$ cat config.mk
export PLATFORM = sky130hd
export DESIGN_NAME = ogdi_cell
export DESIGN_NICKNAME = d
export VERILOG_FILES = /design/src/rtl/ogdi_cell.sv
export SDC_FILE = /design/constraint.sdc
export NUM_CORES = 1
export LEC_CHECK = 0
export BUFFER_PORTS_ARGS = -buffer_cell sky130_fd_sc_hd__buf_2
export CAP_MARGIN = 20
export CORE_ASPECT_RATIO = 0.7
export CORE_MARGIN = 3
export CORE_UTILIZATION = 38
export DETAILED_ROUTE_END_ITERATION = 12
export HOLD_SLACK_MARGIN = 0.06
export PLACE_DENSITY = 0.88
export SLEW_MARGIN = 20
export SYNTH_ARGS = -nofsm -noshare
export SYNTH_HDL_FRONTEND = slang
export SYNTH_SLANG_ARGS = --single-unit
$ cat constraint.sdc
create_clock -name clk -period 1.7 [get_ports clk]
set_input_delay 0.085 -clock clk [delete_from_list [all_inputs] [get_ports clk]]
set_output_delay 0.085 -clock clk [all_outputs]
set_load 0.005 [all_outputs]
$ cat src/rtl/ogdi_cell.sv
// ogdi_cell: one column of the disk window, shifted along the chain per pushed cell
// holds the vertical source history of its column and tests it against the disk
`timescale 1ns / 1ps
`default_nettype none

module ogdi_cell #(
	parameter int MAX_WIDTH  = 1024,
	parameter int MAX_RADIUS = 8,
	parameter int IDX        = 0
) (
	input  wire logic                              clk,
	input  wire logic                              arst_n,
	input  wire logic                              shift_en,
	input  wire logic [2*MAX_RADIUS:0]             vec_in,
	input  wire logic [$clog2(MAX_WIDTH)-1:0]      col_in,
	input  wire logic [$clog2(MAX_WIDTH)-1:0]      center_col,
	input  wire logic [$clog2(MAX_RADIUS+1)-1:0]   radius,
	input  wire logic [2*MAX_RADIUS:0]             disk_mask,
	input  wire logic [2*MAX_RADIUS:0]             row_mask,
	output logic      [2*MAX_RADIUS:0]             vec_out,
	output logic      [$clog2(MAX_WIDTH)-1:0]      col_out,
	output logic                                   hit
);

	localparam int CW = $clog2(MAX_WIDTH);
	localparam int RW = $clog2(MAX_RADIUS+1);
	localparam int MW = (CW > RW) ? CW : RW;
	localparam int DW = ((MW > 7) ? MW : 7) + 2;

	logic [2*MAX_RADIUS:0] vec_q;
	logic [CW-1:0]         col_q;
	logic [DW-1:0]         tgt;

	always_ff @(posedge clk or negedge arst_n) begin
		if (!arst_n) begin
			vec_q <= '0;
			col_q <= '0;
		end else if (shift_en) begin
			vec_q <= vec_in;
			col_q <= col_in;
		end
	end

	// same row as the centre only when the column offset matches the stream offset
	assign tgt     = DW'(center_col) + DW'(radius) - DW'(IDX);
	assign hit     = (tgt == DW'(col_q)) && (|(vec_q & disk_mask & row_mask));
	assign vec_out = vec_q;
	assign col_out = col_q;

endmodule

`default_nettype wire
# Word level (Yosys, flattened, before mapping)
# Cells that the tools add are included.
dict set report totals {
  regBits 27
  wordCells 8
}
dict set report op_classes {
  n_addsub 1
  eq_ne 1
  bitwise 2
  reduce_logical 2
}
# operator count
set op_table {}
lappend op_table {{AND 17 bit} 2}
lappend op_table {{OR reduction 17 bit} 1}
lappend op_table {{adder 10 x 4 -> 11 bit} 1}
lappend op_table {{equality test 11 x 10 -> 1 bit} 1}
lappend op_table {{logical AND 1 bit} 1}

# Longest topological paths before layout
# Gate-level depths: netlist (run 1).
dict set report logic_depth {
  depth_word 4
  depth_mapped 8
}

# Worst setup path after synthesis (run 1)
# OpenSTA, ideal clock, no wires.
dict set report synth_path {
  path_kind {input-to-output}
  startpoint {input port center_col[0]}
  endpoint {output port hit}
  t_arrival_ps 1812
  path_slack_ps -197
  cell_stages 8
  cell_sequence {ha_1 > fa_1 > a21o_4 > a21oi_4 > o21ba_2 > o21ai_1 > o211a_1 > o311a_1}
}
dict set report synth_between {
  elab_chain_len 3
}
# item line
set synth_rtl {}
lappend synth_rtl {{start, declared} 16} ;# input wire logic [$clog2(MAX_WIDTH)-1:0] center_col,
lappend synth_rtl {{adder 10 x 4 -> 11 bit} 45} ;# assign tgt = DW'(center_col) + DW'(radius) - DW'(IDX);
lappend synth_rtl {{equality test 11 x 10 -> 1 bit} 46} ;# assign hit = (tgt == DW'(col_q)) && (|(vec_q & disk_mask & row_mask));
lappend synth_rtl {{logical AND 1 bit} 46}
lappend synth_rtl {{end, declared} 22} ;# output logic hit
# Every way passes these cells.

# Final worst setup path (run 1)
dict set report layout_path {
  startpoint {input port radius[0]}
  endpoint {output port hit}
}
dict set report layout_between {
  elab_chain_len 3
}
# item line
set layout_rtl {}
lappend layout_rtl {{start, declared} 17} ;# input wire logic [$clog2(MAX_RADIUS+1)-1:0] radius,
lappend layout_rtl {{adder 10 x 4 -> 11 bit} 45}
lappend layout_rtl {{equality test 11 x 10 -> 1 bit} 46}
lappend layout_rtl {{logical AND 1 bit} 46}
# Every way passes these cells.

==> results of run 1 <==
-- worst reg2reg max path, delay by kind of cell (launching register included) --
| kind | cells | cell delay (ps) |
|---|---|---|
| buffers and inverters | 1 | 160 |
| flip-flops | 1 | 450 |
| multiplexers | 1 | 250 |
-- layer usage --
metal | part of all wire | up-vias
met2 | 0.50 | 78
met4 | 0.0033 | 0
met1 | 0.42 | 790
met5 | 0 | -
met3 | 0.074 | 2
li1 | - | 815
-- final timing paths --
kind                            start           to  slack, ps  cells past startpoint
hold reg to reg            vec_out[1]   vec_out[1]        530                      1
hold / removal             vec_in[15]  vec_out[15]         70                      2
setup / recovery            radius[0]          hit       -460                     10
max in group asynchronous      arst_n   vec_out[9]        940                      2
setup reg to reg           col_out[2]   col_out[2]        730                      2
min in group asynchronous      arst_n   vec_out[2]        360                      2
-- logic make-up (layout without fill, tap and decap cells) --
family / after synthesis / after routing / synth area share
AO/OA/AOI/OAI: 27 / 27 / 0.123
XOR/XNOR: 11 / 11 / 0.0609
adder cells (fa/ha/maj): 5 / 5 / 0.0443
buffers and inverters: 7 / 146 / 0.0166
flip-flops: 27 / 27 / 0.427
multiplexers: 26 / 26 / 0.185
AND/OR/NAND/NOR: 42 / 42 / 0.144
-- power groups by stage --
stage	combinational [mW]	sequential (mW)	clock, mW
after floorplan	0.251	0.773	0
after global placement	0.482	0.767	0
after detailed placement	0.499	0.771	0
after CTS	0.570	0.760	0.367
after global routing	0.651	0.769	0.391
final	0.589	0.760	0.355
-- area by class of cell --
type / count / area (sq um)
clock buffers: 4 / 45.0
well taps: 50 / 62.6
repair buffers: 138 / 851
fillers: 287 / 1170
flip-flops and latches: 27 / 676
multi-input cells: 111 / 946
inverters: 4 / 15.0
-- synthesized netlist by cell type, drive strengths merged --
cell type	n	area [sq um]
nor4	1	6.26
ha	4	50.1
or4	1	7.51
xnor2	6	52.6
o221ai	1	8.76
buf	1	3.75
nand2b	1	8.76
nand4	3	18.8
and3	7	43.8
a31oi	8	50.1
dfrtp	27	676
nand2	9	33.8
clkbuf	2	7.51
fa	1	20.0
nand3	10	50.1
nor2	2	7.51
o21ba	1	10.0
nand3b	2	15.0
a21o	2	22.5
o311a	1	10.0
nor3	4	20.0
o21ai	7	35.0
mux2	26	293
o211ai	1	7.51
or2b	1	7.51
inv	4	15.0
o211a	1	10.0
xor2	5	43.8
a2bb2oi	1	8.76
a21oi	4	31.3
and4	1	8.76
-- registers in the layout, summed over array words and instances, names as in the netlist --
signal	cells
vec_out	17
col_out	10
-- what timing repair did --
action,in CTS,in global routing
endpoints found under the hold margin,52,0
hold buffers,26,0
pin swaps,7,3
endpoints found under the setup margin,1,1
gates resized for setup,4,3
buffers inserted,2,0
-- cells in the final DEF, fill, tap and decap left out, types with 2 or more instances in the layout --
master / netlist / layout
nor3_1: 4 / 4
clkbuf_8: 0 / 3
nor2_1: 2 / 2
buf_4: 0 / 7
a21oi_1: 3 / 3
nand4_1: 3 / 3
dlygate4sd3_1: 0 / 26
nand3b_1: 2 / 2
dfrtp_1: 27 / 27
nand2_1: 9 / 9
mux2_2: 26 / 26
xor2_1: 5 / 5
xnor2_1: 6 / 5
buf_6: 0 / 2
buf_2: 0 / 103
ha_1: 4 / 3
a31oi_1: 8 / 8
inv_1: 4 / 4
o21ai_0: 5 / 4
nand3_1: 10 / 10
and3_1: 7 / 7
o21ai_1: 2 / 2
-- per-stage QoR --
step	area [sq um]	hold WS (ps)
finish	2590	69.4
global route	2590	64.5
CTS	2580	63.0
detailed placement	2230	132
global placement	2230	123
floorplan	1610	-211
==> flow_summary.toml, run 1 <==
[setup_path]
crit_chain = "buf_6 -> ha_4 -> fa_2 -> xnor2_4 -> or2b_1 -> o221ai_2 -> o21ai_2 -> nor4_4 -> o311a_1 -> buf_2"
startpoint_type = "input port"
required_ps = 1620
worst-path-max-fanout = 4
criticalPathCategory = "input port to output port"
cp.buffers_inverters = 2
crit_family = "adder cells"
cpMaxStageDelayCell = "fa_2"
crit_path_max_incr_delay_ps = 420
arrival_ps = 2080
endpoint_kind = "output port"

[placement]
gp_congestion = 0.799
hpwl_microns = 3600
dp_worst_setup_slack_ps = -521
io_buffers = 105
dp_cells = 302

[finish]
antennaDiodeCount = 0
stdcell_count = 334
final_core_util = 0.690
final_layout_size_suffix_gt1_frac = 0.532
fin_nets = 368
area_growth_pct = 64.0

[global_routing]
overflow = 0
grt_pass1_vias = 1802
use_met1 = 0.254
grt_max_degree = 29
met3_usage = 0.0537
grt_use_total = 0.205
antenna_found_initial = 0
grt_pass1_wl_microns = 8200
top_usage_layer = "met2"
globalRouteMet2Util = 0.379

[synthesis]
yosysWarningCount = 0
synth_area_sq_um = 1580
synthCells = 145
seq_area_frac_synth = 0.427
ys_ff_latch = 27
ys_types = 34
syn-num-nets = 228
syn_area_per_cell_sq_um = 10.9

[power]
clockPowerShare = 0.209
p_leak_nw = 1.27
switching_power_mw = 0.493
power_density_nw_per_um2 = 657
p_sw_frac = 0.289
internal_power_mw = 1.21
power_mw = 1.70
p_seq_frac = 0.446
ir_worst_vdd_v = 0.000507
comb_power_share = 0.346

[detailed_routing]
post_drt_wl_per_cell_microns = 14.6
drc = 0
ant_nets = 0
dr.pass1.iters = 4
via_per_inst = 5.04
drtIter0Drc = 40
drt_wl_total_microns = 4870
vias = 1685

[clock_tree]
clk_latency_ps = 260
clock_tree.buffer_depth = 2
cts_tree = "yes"
cts-buffers-inserted = 3
clk_pin_slew_ps = 90
cts.sinks = 27
cts_root_buf = "clkbuf_8"
ctsHtreeMaxLevel = 1

[floorplan]
rows = 18
start_util = 0.421
die_area_sq_um = 4990
die_x_microns = 83.1
die_h_microns = 60.0
core_area_sq_um = 3760
ios = 106

[min_path]
holdCritPathClass = "input port to register"

[status]
violations = "setup timing"
status = "finished, violations left"

[timing]
setup_viol = 1
timing.setup.tns_ps = -461
worst_pin_slew_ps = 642
relSlewSlack = 0.572
period_share = 1.27
finalHoldViolCount = 0
setup_ws_ps = -461
max_freq_mhz = 463
fin_skew_ps = 0
slew_violations = 0
fin_crit_ps = 2160
rsz0062_at_grt = "yes"

[run]
cap_violations = 0
No activity file was read; power rests on OpenSTA's default activity.
==> run 2: changes to the inputs <==
- CORE_ASPECT_RATIO: 0.7 -> unset
==> flow_summary.toml, run 2 (synthesis results as in run 1) <==
[status]
status = "finished, violations left"
violations = "setup timing"

[power]
p_leak_nw = 1.28
power_density_nw_per_um2 = 652
ir_worst_vdd_v = 0.000392

[timing]
setup_viol = 1
slew_violations = 0
max_freq_mhz = 469
rsz0062_at_grt = "yes"
relSlewSlack = 0.592
setup_ws_ps = -432
worst_pin_slew_ps = 613
hold_ws_ps = 63.4
fin_crit_ps = 2130
period_share = 1.25
finalHoldViolCount = 0
fin_skew_ps = 0

[global_routing]
grt_pass1_vias = 1835
grt_use_total = 0.201
antenna_found_initial = 0
grt_max_degree = 29
overflow = 0
grt_pass1_wl_microns = 8070

[detailed_routing]
dr.pass1.iters = 5
vias = 1736
drtIter0Drc = 82
drt_wl_total_microns = 5060
ant_nets = 0
via_per_inst = 5.18
post_drt_wl_per_cell_microns = 15.1
drc = 0

[setup_path]
startpoint_type = "input port"
required_ps = 1620
criticalPathCategory = "input port to output port"
worst-path-max-fanout = 4
arrival_ps = 2050
endpoint_kind = "output port"

[floorplan]
die_x_microns = 70.5
die_h_microns = 70.5
rows = 22
start_util = 0.414
die_area_sq_um = 4980
core_area_sq_um = 3830
ios = 106

[clock_tree]
cts_tree = "yes"
cts-buffers-inserted = 3
clk_latency_ps = 260
cts_root_buf = "clkbuf_8"
clk_pin_slew_ps = 90
cts.sinks = 27
clock_tree.buffer_depth = 2
ctsHtreeMaxLevel = 1

[finish]
largest_reg_flops = 17
mostFrequentLayoutCells = "103 x buf_2, 27 x dfrtp_1, 26 x mux2_2, 26 x dlygate4sd3_1"
stdcell_count = 335
fin_area_sq_um = 2600
final_layout_size_suffix_gt1_frac = 0.533
fin_nets = 371
antennaDiodeCount = 0
layout_commonest_cell = "buf_2"
area_growth_pct = 64.4

[placement]
io_buffers = 105
gp_congestion = 0.806
dp_cells = 305
hpwl_microns = 3510
placed_area_sq_um = 2260
dp_worst_setup_slack_ps = -500

[min_path]
holdCritPathClass = "input port to register"

[run]
cap_violations = 0
## run 2: cell count changes in the layout (fill, tap and decap cells not counted), sizes merged
cell,before,now
buf,112,115
## run 2: worst max-delay path, cell delays in order
cell and delay (ps):
buf_6 90, ha_4 150, fa_2 400, xnor2_4 180, or2b_1 260, o221ai_2 180, o21ai_1 110, nor4_2 270
o311a_1 220, buf_2 110
## run 2: power by group
group          internal [mW]  switching, mW
logic                  0.338          0.246
registers              0.706         0.0570
clock network          0.167          0.183
## run 2: per-layer routing
layer  vias to the layer above  track usage  routed length [microns]
met1                       794        0.221                     1750
met4                         0       0.0856                      172
li1                        826            -                        -
met3                        16       0.0398                      465
met2                       100        0.375                     2670
met5                         -            0                        0
## run 2: area by class of cell
class,count,area (sq um)
fillers,284,1220
multi-input cells,111,933
repair buffers,141,873
flip-flops and latches,27,676
well taps,48,60.1
clock buffers,4,45.0
inverters,4,15.0
## run 2: final timing paths
path	end	slack (ps)	cells past startpoint	from
min in group asynchronous	vec_out[16]	340	2	arst_n
setup / recovery	hit	-430	10	radius[0]
hold reg to reg	vec_out[11]	540	1	vec_out[11]
setup reg to reg	col_out[2]	740	2	col_out[2]
max in group asynchronous	col_out[3]	970	2	arst_n
hold / removal	col_out[9]	60	2	col_in[9]
## run 2: timing repair
action / 4_1_cts / 5_1_grt
cloned: 0 / 0
pin swaps: 5 / 0
setup buffers: 0 / 0
hold buffers: 26 / 0
gates resized for setup: 3 / 2
endpoints found under the hold margin: 52 / 0
setup endpoints to repair: 1 / 1
## run 2: through the flow
step           power, mW  setup TNS, ps   util
4_1_cts             1.68           -349  0.676
3_3_place_gp        1.27           -413  0.591
3_5_place_dp        1.28           -500  0.591
5_1_grt             1.81           -514  0.680
2_1_floorplan       1.02          -83.9      -
6_report            1.70           -432  0.680
